--- config.mk ---
export PLATFORM = sky130hd
export DESIGN_NAME = serial_command_line_parser_unit_flat
export DESIGN_NICKNAME = d
export VERILOG_FILES = /design/src/sclp_pkg.sv /design/src/sclp_if.sv /design/src/serial_command_line_parser_unit.sv /design/src/sclp_parse.sv /design/src/flat_wrapper.sv
export VERILOG_INCLUDE_DIRS = /design/src /design/src/src
export SDC_FILE = /design/constraint.sdc
export NUM_CORES = 1
export LEC_CHECK = 0
export BUFFER_PORTS_ARGS = -buffer_cell sky130_fd_sc_hd__buf_2
export CAP_MARGIN = 5
export CORE_ASPECT_RATIO = 1.5
export CORE_MARGIN = 2
export CORE_UTILIZATION = 34
export DETAILED_ROUTE_END_ITERATION = 16
export GPL_ROUTABILITY_DRIVEN = 1
export RECOVER_POWER = 100
export SETUP_SLACK_MARGIN = 0.1
export SYNTH_ARGS = -nofsm -noshare
export SYNTH_HDL_FRONTEND = slang
export SYNTH_SLANG_ARGS = --single-unit
--- constraint.sdc ---
create_clock -name clk -period 7.2 [get_ports clk]
set_input_delay 0.72 -clock clk [delete_from_list [all_inputs] [get_ports clk]]
set_output_delay 0.72 -clock clk [all_outputs]
set_load 0.02 [all_outputs]
--- src/assert_macros.svh ---
// Assertion macros shared by the serial command line parser RTL.
`ifndef ASSERT_MACROS_SVH
`define ASSERT_MACROS_SVH

// Same-cycle implication, sampled on clk, off while arst_n is low.
`define SCLP_ASSERT_SAME(lbl, ante, cons, msg) \
	lbl: assert property (@(posedge clk) disable iff (!arst_n) (ante) |-> (cons)) \
		else $error(msg);

// Next-cycle implication, sampled on clk, off while arst_n is low.
`define SCLP_ASSERT_NEXT(lbl, ante, cons, msg) \
	lbl: assert property (@(posedge clk) disable iff (!arst_n) (ante) |=> (cons)) \
		else $error(msg);

`endif

--- src/sclp_pkg.sv ---
// Types, codes and constants of the serial command line parser.
`timescale 1ns / 1ps
package sclp_pkg;

	localparam int LINE_CAP_DEF = 24;

	localparam int VALUE_W = 32;
	localparam int WHOLE_W = 25;

	localparam logic [VALUE_W-1:0] MAG_CAP = 32'h8000_0000;
	localparam logic [VALUE_W-1:0] POS_MAX = 32'h7FFF_FFFF;

	localparam logic [7:0] CH_CR     = 8'h0D;
	localparam logic [7:0] CH_LF     = 8'h0A;
	localparam logic [7:0] CH_SPACE  = 8'h20;
	localparam logic [7:0] CH_MINUS  = 8'h2D;
	localparam logic [7:0] CH_POINT  = 8'h2E;
	localparam logic [7:0] CH_ZERO   = 8'h30;
	localparam logic [7:0] CH_NINE   = 8'h39;
	localparam logic [7:0] CH_REPORT = 8'h3F;
	localparam logic [7:0] CH_KP     = 8'h70;
	localparam logic [7:0] CH_KD     = 8'h64;
	localparam logic [7:0] CH_VKP    = 8'h76;
	localparam logic [7:0] CH_VKI    = 8'h69;
	localparam logic [7:0] CH_LOADED = 8'h6C;
	localparam logic [7:0] CH_EMPTY  = 8'h65;
	localparam logic [7:0] CH_FORCE  = 8'h6D;
	localparam logic [7:0] CH_TELEM  = 8'h74;

	localparam logic [3:0] TGT_KP        = 4'd0;
	localparam logic [3:0] TGT_KD        = 4'd1;
	localparam logic [3:0] TGT_VKP       = 4'd2;
	localparam logic [3:0] TGT_VKI       = 4'd3;
	localparam logic [3:0] TGT_HEAVY_OFS = 4'd4;
	localparam logic [3:0] TGT_LOADED    = 4'd8;
	localparam logic [3:0] TGT_EMPTY     = 4'd9;
	localparam logic [3:0] TGT_FORCE     = 4'd10;
	localparam logic [3:0] TGT_TELEM     = 4'd11;
	localparam logic [3:0] TGT_NONE      = 4'd0;

	localparam logic [VALUE_W-1:0] MODE_ONE = 32'd1;
	localparam logic [VALUE_W-1:0] MODE_TWO = 32'd2;

	typedef enum logic [1:0] {
		ST_WRITE_OK     = 2'd0,
		ST_WRITE_SILENT = 2'd1,
		ST_REPORT       = 2'd2,
		ST_UNKNOWN      = 2'd3
	} status_t;

	typedef enum logic [1:0] {
		PH_SPACES = 2'd0,
		PH_WHOLE  = 2'd1,
		PH_FRAC   = 2'd2,
		PH_DONE   = 2'd3
	} phase_t;

	typedef struct packed {
		phase_t               phase;
		logic                 neg;
		logic [VALUE_W-1:0]   accum;
		logic [WHOLE_W-1:0]   whole;
		logic [1:0]           frac_cnt;
	} parse_t;

	localparam parse_t PARSE_CLEAR = '{
		phase:    PH_SPACES,
		neg:      1'b0,
		accum:    '0,
		whole:    '0,
		frac_cnt: 2'd0
	};

endpackage

--- src/sclp_if.sv ---
// Valid/ready channels of the parser: received bytes in, results out.
`timescale 1ns / 1ps
interface sclp_rx_if;
	logic       valid;
	logic       ready;
	logic [7:0] rx_byte;
	logic       heavy_detected;

	modport source (output valid, output rx_byte, output heavy_detected, input ready);
	modport sink (input valid, input rx_byte, input heavy_detected, output ready);
endinterface

interface sclp_res_if;
	logic        valid;
	logic        ready;
	logic [1:0]  status;
	logic [3:0]  target;
	logic signed [31:0] value;

	modport source (output valid, output status, output target, output value, input ready);
	modport sink (input valid, input status, input target, input value, output ready);
endinterface

--- src/serial_command_line_parser_unit.sv ---
// Top level of the serial command line parser: line state, command decode, result register.
`timescale 1ns / 1ps
// Takes one received byte per beat and returns one result beat for each non-empty line
// closed by CR or LF. A byte is taken every cycle but for the stall below; it is held in the
// input register, and its result, if any, is loaded from there into the result register,
// from which the result beat is offered. The only stall is a line-ending byte that meets
// a result still waiting in the result register: the input holds until that result is
// taken. The command is the first byte of the line, the number after it is parsed as it
// arrives, and bytes past LINE_CAP-1 are dropped. Force and telemetry modes persist across
// lines; heavy_detected is sampled with the line-ending byte.
module serial_command_line_parser_unit #(
	parameter int LINE_CAP = sclp_pkg::LINE_CAP_DEF
) (
	input  logic            clk,
	input  logic            arst_n,
	sclp_rx_if.sink         rx,
	sclp_res_if.source      res
);
	import sclp_pkg::*;
	`include "assert_macros.svh"

	localparam int LEN_W = $clog2(LINE_CAP);
	localparam logic [LEN_W-1:0] LEN_MAX = LEN_W'(LINE_CAP - 1);

	logic               valid_s1;
	logic [7:0]         rx_byte_s1;
	logic               heavy_s1;

	logic [LEN_W-1:0]   line_len_q;
	logic [7:0]         cmd_q;
	parse_t             parse_q;
	parse_t             parse_nxt;
	logic               force1_q;
	logic               force2_q;
	logic               telem2_q;

	logic               res_valid_q;
	status_t            res_status_q;
	logic [3:0]         res_target_q;
	logic [VALUE_W-1:0] res_value_q;

	logic               eol_s1;
	logic               line_end;
	logic               s1_adv;
	logic               s1_go;
	logic               res_load;
	logic               sat;
	logic [VALUE_W-1:0] limit;
	logic [VALUE_W-1:0] whole_mag;
	logic [VALUE_W-1:0] hund;
	logic [VALUE_W-1:0] intv;
	logic [3:0]         base;
	status_t            status_c;
	logic [3:0]         target_c;
	logic [VALUE_W-1:0] value_c;
	logic               force1_c;
	logic               force2_c;
	logic               telem2_c;

	sclp_parse u_parse (
		.rx_byte (rx_byte_s1),
		.cur     (parse_q),
		.nxt     (parse_nxt)
	);

	assign eol_s1   = (rx_byte_s1 == CH_CR) || (rx_byte_s1 == CH_LF);
	assign line_end = eol_s1 && (line_len_q != '0);
	assign s1_adv   = !line_end || !res_valid_q || res.ready;
	assign s1_go    = valid_s1 && s1_adv;
	assign res_load = s1_go && line_end;
	assign rx.ready = !valid_s1 || s1_adv;

	always_comb begin
		sat       = (parse_q.accum == MAG_CAP);
		limit     = parse_q.neg ? MAG_CAP : POS_MAX;
		whole_mag = VALUE_W'(parse_q.whole);
		hund      = sat ? limit : (parse_q.neg ? (~parse_q.accum + 1'b1) : parse_q.accum);
		intv      = sat ? limit : (parse_q.neg ? (~whole_mag + 1'b1) : whole_mag);

		if (force1_q) begin
			base = 4'd0;
		end else if (force2_q) begin
			base = TGT_HEAVY_OFS;
		end else begin
			base = heavy_s1 ? TGT_HEAVY_OFS : 4'd0;
		end

		status_c = ST_WRITE_OK;
		target_c = TGT_NONE;
		value_c  = '0;
		force1_c = force1_q;
		force2_c = force2_q;
		telem2_c = telem2_q;
		case (cmd_q)
			CH_REPORT: begin
				status_c = ST_REPORT;
			end
			CH_KP: begin
				target_c = base + TGT_KP;
				value_c  = hund;
			end
			CH_KD: begin
				target_c = base + TGT_KD;
				value_c  = hund;
			end
			CH_VKP: begin
				target_c = base + TGT_VKP;
				value_c  = hund;
			end
			CH_VKI: begin
				target_c = base + TGT_VKI;
				value_c  = hund;
			end
			CH_LOADED: begin
				target_c = TGT_LOADED;
				value_c  = hund;
			end
			CH_EMPTY: begin
				target_c = TGT_EMPTY;
				value_c  = hund;
			end
			CH_FORCE: begin
				target_c = TGT_FORCE;
				value_c  = intv;
				force1_c = (intv == MODE_ONE);
				force2_c = (intv == MODE_TWO);
			end
			CH_TELEM: begin
				target_c = TGT_TELEM;
				value_c  = intv;
				telem2_c = (intv == MODE_TWO);
			end
			default: begin
				status_c = ST_UNKNOWN;
			end
		endcase
		if (status_c == ST_WRITE_OK && telem2_c) begin
			status_c = ST_WRITE_SILENT;
		end
	end

	always_ff @(posedge clk or negedge arst_n) begin
		if (!arst_n) begin
			valid_s1 <= 1'b0;
		end else if (rx.ready) begin
			valid_s1 <= rx.valid;
		end
	end

	always_ff @(posedge clk) begin
		if (rx.valid && rx.ready) begin
			rx_byte_s1 <= rx.rx_byte;
			heavy_s1   <= rx.heavy_detected;
		end
	end

	always_ff @(posedge clk or negedge arst_n) begin
		if (!arst_n) begin
			line_len_q <= '0;
			cmd_q      <= '0;
			parse_q    <= PARSE_CLEAR;
			force1_q   <= 1'b0;
			force2_q   <= 1'b0;
			telem2_q   <= 1'b0;
		end else if (s1_go) begin
			if (eol_s1) begin
				if (line_end) begin
					line_len_q <= '0;
					cmd_q      <= '0;
					parse_q    <= PARSE_CLEAR;
					force1_q   <= force1_c;
					force2_q   <= force2_c;
					telem2_q   <= telem2_c;
				end
			end else if (line_len_q < LEN_MAX) begin
				if (line_len_q == '0) begin
					cmd_q <= rx_byte_s1;
				end else begin
					parse_q <= parse_nxt;
				end
				line_len_q <= line_len_q + 1'b1;
			end
		end
	end

	always_ff @(posedge clk or negedge arst_n) begin
		if (!arst_n) begin
			res_valid_q <= 1'b0;
		end else if (res_load) begin
			res_valid_q <= 1'b1;
		end else if (res.ready) begin
			res_valid_q <= 1'b0;
		end
	end

	always_ff @(posedge clk) begin
		if (res_load) begin
			res_status_q <= status_c;
			res_target_q <= target_c;
			res_value_q  <= value_c;
		end
	end

	assign res.valid  = res_valid_q;
	assign res.status = res_status_q;
	assign res.target = res_target_q;
	assign res.value  = res_value_q;

	`SCLP_ASSERT_NEXT(a_clear_after_line, res_load, (line_len_q == '0) && (parse_q.phase == PH_SPACES), "line state not cleared after a result")
	`SCLP_ASSERT_SAME(a_accum_capped, 1'b1, parse_q.accum <= MAG_CAP, "magnitude above saturation cap")
	`SCLP_ASSERT_SAME(a_silent_needs_telem, res_valid_q && (res_status_q == ST_WRITE_SILENT), telem2_q, "silent write without telemetry mode two")
	`SCLP_ASSERT_SAME(a_no_payload_on_report, res_valid_q && ((res_status_q == ST_REPORT) || (res_status_q == ST_UNKNOWN)), (res_target_q == TGT_NONE) && (res_value_q == '0), "report or unknown beat carries a payload")
	`SCLP_ASSERT_SAME(a_empty_stage_ready, !valid_s1, rx.ready, "input stalled with an empty input register")
endmodule

--- src/sclp_parse.sv ---
// One-byte step of the number parser: hundredths and integer part, saturating.
`timescale 1ns / 1ps
module sclp_parse (
	input  logic [7:0]      rx_byte,
	input  sclp_pkg::parse_t cur,
	output sclp_pkg::parse_t nxt
);
	import sclp_pkg::*;

	logic                 dig;
	logic [3:0]           d;
	logic [35:0]          whole_sum;
	logic [VALUE_W-1:0]   whole_accum;
	logic [WHOLE_W+3:0]   whole_ext;
	logic [7:0]           frac_add;
	logic [VALUE_W:0]     frac_sum;
	logic [VALUE_W-1:0]   frac_accum;

	always_comb begin
		dig = rx_byte inside {[CH_ZERO:CH_NINE]};
		d = dig ? rx_byte[3:0] : 4'd0;

		whole_sum = (36'(cur.accum) << 3) + (36'(cur.accum) << 1) + 36'(d) * 36'd100;
		whole_accum = (whole_sum > 36'(MAG_CAP)) ? MAG_CAP : whole_sum[VALUE_W-1:0];
		whole_ext = ((WHOLE_W+4)'(cur.whole) << 3) + ((WHOLE_W+4)'(cur.whole) << 1)
			+ (WHOLE_W+4)'(d);

		frac_add = (cur.frac_cnt == 2'd0) ? 8'(d) * 8'd10 : 8'(d);
		frac_sum = (VALUE_W+1)'(cur.accum) + (VALUE_W+1)'(frac_add);
		frac_accum = (frac_sum > (VALUE_W+1)'(MAG_CAP)) ? MAG_CAP : frac_sum[VALUE_W-1:0];

		nxt = cur;
		case (cur.phase)
			PH_SPACES: begin
				if (rx_byte == CH_SPACE) begin
					nxt.phase = PH_SPACES;
				end else if (rx_byte == CH_MINUS) begin
					nxt.neg = 1'b1;
					nxt.phase = PH_WHOLE;
				end else if (dig) begin
					nxt.accum = whole_accum;
					nxt.whole = whole_ext[WHOLE_W-1:0];
					nxt.phase = PH_WHOLE;
				end else if (rx_byte == CH_POINT) begin
					nxt.phase = PH_FRAC;
				end else begin
					nxt.phase = PH_DONE;
				end
			end
			PH_WHOLE: begin
				if (dig) begin
					nxt.accum = whole_accum;
					nxt.whole = whole_ext[WHOLE_W-1:0];
				end else if (rx_byte == CH_POINT) begin
					nxt.phase = PH_FRAC;
				end else begin
					nxt.phase = PH_DONE;
				end
			end
			PH_FRAC: begin
				if (!dig) begin
					nxt.phase = PH_DONE;
				end else if (cur.frac_cnt != 2'd2) begin
					nxt.accum = frac_accum;
					nxt.frac_cnt = cur.frac_cnt + 2'd1;
				end
			end
			default: begin
				nxt = cur;
			end
		endcase
	end
endmodule

--- src/flat_wrapper.sv ---
// flat-port wrapper written by rule: the top's interface ports become plain ports
module serial_command_line_parser_unit_flat import sclp_pkg::*;
#(
	parameter int LINE_CAP = sclp_pkg::LINE_CAP_DEF
)
  (clk, arst_n, rx_valid, rx_rx_byte, rx_heavy_detected, rx_ready, res_valid, res_status, res_target, res_value, res_ready);
  sclp_rx_if rx_i ();
  sclp_res_if res_i ();
  input  logic clk;
  input  logic arst_n;
  input wire logic [$bits(rx_i.valid)-1:0] rx_valid;
  input wire logic [$bits(rx_i.rx_byte)-1:0] rx_rx_byte;
  input wire logic [$bits(rx_i.heavy_detected)-1:0] rx_heavy_detected;
  output wire logic [$bits(rx_i.ready)-1:0] rx_ready;
  output wire logic [$bits(res_i.valid)-1:0] res_valid;
  output wire logic [$bits(res_i.status)-1:0] res_status;
  output wire logic [$bits(res_i.target)-1:0] res_target;
  output wire logic [$bits(res_i.value)-1:0] res_value;
  input wire logic [$bits(res_i.ready)-1:0] res_ready;
  assign rx_i.valid = rx_valid;
  assign rx_i.rx_byte = rx_rx_byte;
  assign rx_i.heavy_detected = rx_heavy_detected;
  assign rx_ready = rx_i.ready;
  assign res_valid = res_i.valid;
  assign res_status = res_i.status;
  assign res_target = res_i.target;
  assign res_value = res_i.value;
  assign res_i.ready = res_ready;
  serial_command_line_parser_unit #(.LINE_CAP(LINE_CAP)) u_core (.clk(clk), .arst_n(arst_n), .rx(rx_i), .res(res_i));
endmodule
==> results.sh <==
export IMPL_outcome="finished, violations left"
export IMPL_dr_pass1_iters=5
export IMPL_worstMarginPinSlew_ps=4170
export IMPL_cp_max_fo=26
export IMPL_peakVddDrop_mv=0.167
export IMPL_synthFlopType="dfrtp_1"
export IMPL_cp_required_ps=7570
export IMPL_grt_first_pass_wirelength_um=66000
export IMPL_dpl_cell_count=2137
export IMPL_hold_violations=0
export IMPL_totalPowerFinal_w=0.00431
export IMPL_viasPerCell=5.87
export IMPL_ys_seq_elements=127
export IMPL_yosysWarnings=0
export IMPL_tns_ps=0
export IMPL_slowest_stage="or4_1"
export IMPL_rsz0062_at_grt="no"
export IMPL_avgSynthCellArea_sq_um=8.04
export IMPL_clockBufferDepth=2
export IMPL_clk_pin_slew_ps=70
export IMPL_netSwitchingFraction=0.482
export IMPL_drive_gt1_frac=0.0461
export IMPL_maxCapViolations=3
export IMPL_skew_ps=13.3
export IMPL_start_util=0.344
export IMPL_antenna_found_initial=0
export IMPL_synthesis_nets=1830
export IMPL_wirelength_um=40800
export IMPL_first_global_vias=12569
export IMPL_fin_nets=1806
export IMPL_p_per_area_nw_per_um2=300
export IMPL_cp_top_family="simple AND/OR/NAND/NOR gates"
export IMPL_cts_tree="built"
export IMPL_ant_nets=0
export IMPL_pin_count=53
export IMPL_end_kind="flop"
export IMPL_power_internal_w=0.00223
export IMPL_post_cts_buffers=0
export IMPL_critPathKind="reg -> reg"
export IMPL_ys_seq_area_frac=0.253
export IMPL_p_leak_nw=6.14
export IMPL_chipHeight_um=248
export IMPL_wl_per_cell_um=18.8
export IMPL_multi_input_area_sq_um=9250
export IMPL_reg2reg_slack_ps=510
export IMPL_dieArea_sq_um=41400
export IMPL_path_cells="o21ai_1 > and2_1 > nand2_1 > inv_1 > ha_1 > ha_1 > fa_1 > inv_1 > fa_1 > inv_1 > ha_1 > and3_1 > a221o_1 > o2111a_1 > nor4_1 > a31oi_1 > or4_1 > or4_1 > o41ai_4 > buf_4 > o211ai_1 > a22oi_2"
export IMPL_crit_buf_inv=4
export IMPL_timing_final_crit_share=0.930
export IMPL_grt_max_degree=72
export IMPL_cts_sinks=127
export IMPL_cts_buffers_inserted=17
export IMPL_drc=0
export IMPL_syn2layout_area_growth_pct=6.58
export IMPL_place_hpwl_um=31100
export IMPL_clock_latency_ps=460
export IMPL_pwr_share_comb=0.537
export IMPL_htree_levels=4
export IMPL_violations="max-capacitance violations, max-slew violations"
export IMPL_p_seq_frac=0.263
export IMPL_hp_class="in -> async"
export IMPL_coreArea_sq_um=39300
export IMPL_cts_resized=0
export IMPL_slew_headroom=-1.78
export IMPL_stdcell_count=2169
export IMPL_grtUsageTotal=0.197
export IMPL_antenna_cells=0
export IMPL_clockRootBuffer="clkbuf_16"
export IMPL_synth_distinct_cells=94
export IMPL_vias=12735
export IMPL_fin_util=0.366
export IMPL_num_fill_cells=4032
export IMPL_synthesis_area_sq_um=13500
export IMPL_clkPwrFrac=0.200
export IMPL_crit_arrival_ps=7060
export IMPL_slowest_delay_ps=580
export IMPL_synth_edf_count=47
export IMPL_port_buffers=52
export IMPL_cp_start_kind="flop"
export IMPL_switchingPower_w=0.00208
export IMPL_setup_viol=0
export IMPL_min_period_ps=6690
export IMPL_gp_congestion=0.886
export IMPL_syn_instance_count=1680
export IMPL_drt_iter0_markers=929
export IMPL_ff_latch_area_sq_um=3410
export IMPL_ys_async_sr_fraction=0.630
export IMPL_grt_ovfl_total=0
export IMPL_drv_slew=151
export IMPL_postCtsHoldBufs=0
export IMPL_fmax_mhz=149
export IMPL_die_width_um=167
export IMPL_rows=89
==> sequential cells by signal (all words and copies together), names as in the netlist, 2 cells and up <==
name	flops
u_core.cmd_q	8
u_core.line_len_q	5
u_core.parse_q	62
u_core.res.status	2
u_core.res.target	4
u_core.res.value	32
u_core.rx_byte_s1	8
==> per-layer routing <==
layer  global-route usage  share of wire
met5                    0              0
met4                0.102          0.043
met3               0.0272          0.031
met2                0.368           0.53
met1                0.217           0.40
==> power by group through the flow <==
stage / clock, W / sequential, W / combinational [W]
floorplan: 0 / 0.000976 / 0.00195
global placement: 0 / 0.00113 / 0.00228
detailed placement: 0 / 0.00114 / 0.00230
CTS: 0.000882 / 0.00113 / 0.00231
global route: 0.000908 / 0.00116 / 0.00257
finish: 0.000862 / 0.00113 / 0.00232
==> through the flow <==
step,hold slack [ps],instance area [sq um],setup WS [ps]
after floorplan,424,13500,1110
after global placement,469,13900,813
after detailed placement,476,13900,671
after CTS,62.7,14500,638
after global routing,265,14400,88.4
final,233,14400,507
==> path summary, 6_finish.rpt <==
kind	from	cells after the start	end
max	u_core.rx_byte_s1[2]	22	u_core.parse_q[48]
min	arst_n	1	u_core.cmd_q[6]
max reg2reg	u_core.rx_byte_s1[2]	22	u_core.parse_q[48]
min reg2reg	u_core.cmd_q[7]	2	u_core.cmd_q[7]
max in group asynchronous	arst_n	2	u_core.parse_q[59]
min in group clk	rx_rx_byte[0]	1	u_core.rx_byte_s1[0]
==> cells in the final DEF (no fill, tap or decap), types with 50 or more instances in the layout <==
| cell type | instances |
|---|---|
| a21oi_1 | 119 |
| inv_1 | 60 |
| xnor2_1 | 60 |
| nor2_1 | 123 |
| clkbuf_1 | 50 |
| nand2_1 | 164 |
| nand3_1 | 50 |
| dfrtp_1 | 79 |
| ha_1 | 127 |
| o21ai_0 | 140 |
==> synthesized netlist by cell type (31+ instances only) <==
library cell	instances	share of area
nand2_1	164	0.046
o21ai_1	41	0.015
clkbuf_1	81	0.023
nor2_1	124	0.034
xnor2_1	60	0.039
nor3_1	46	0.017
o21ai_0	118	0.044
inv_1	60	0.017
nor4_1	31	0.014
dfrtp_1	80	0.15
a21oi_1	120	0.044
ha_1	127	0.12
edfxtp_1	47	0.10
xor2_1	40	0.026
nand3_1	50	0.019
==> cells by family (layout without fill, tap and decap cells) <==
group / after synthesis / in the layout / share of synthesized area
and+or+nand+nor: 584 / 584 / 0.217
AOI/OAI and AO/OA: 533 / 533 / 0.252
buffers and inverters: 174 / 163 / 0.0620
adders and majority gates: 137 / 137 / 0.132
DFF: 127 / 127 / 0.253
xor gates and xnor gates: 100 / 100 / 0.0648
muxes: 24 / 24 / 0.0182
other: 1 / 1 / 0.000278
==> area by class of cell <==
type / instances / share of cell area
Clock buffer: 17 / 0.0296
Timing Repair Buffer: 67 / 0.0203
Multi-Input combinational cell: 1379 / 0.643
Tap cell: 500 / 0.0435
Inverter: 64 / 0.0167
Sequential cell: 127 / 0.237
Clock inverter: 15 / 0.0102
==> worst reg2reg max path, delay by kind of cell (launching register included) <==
family          cells  cell delay (ps)
simple gates        6             2040
fa+ha+maj           5             1770
flops               1              560
buf+inv             4              590
compound gates      7             1630
Power figures use the tool's default switching activity.
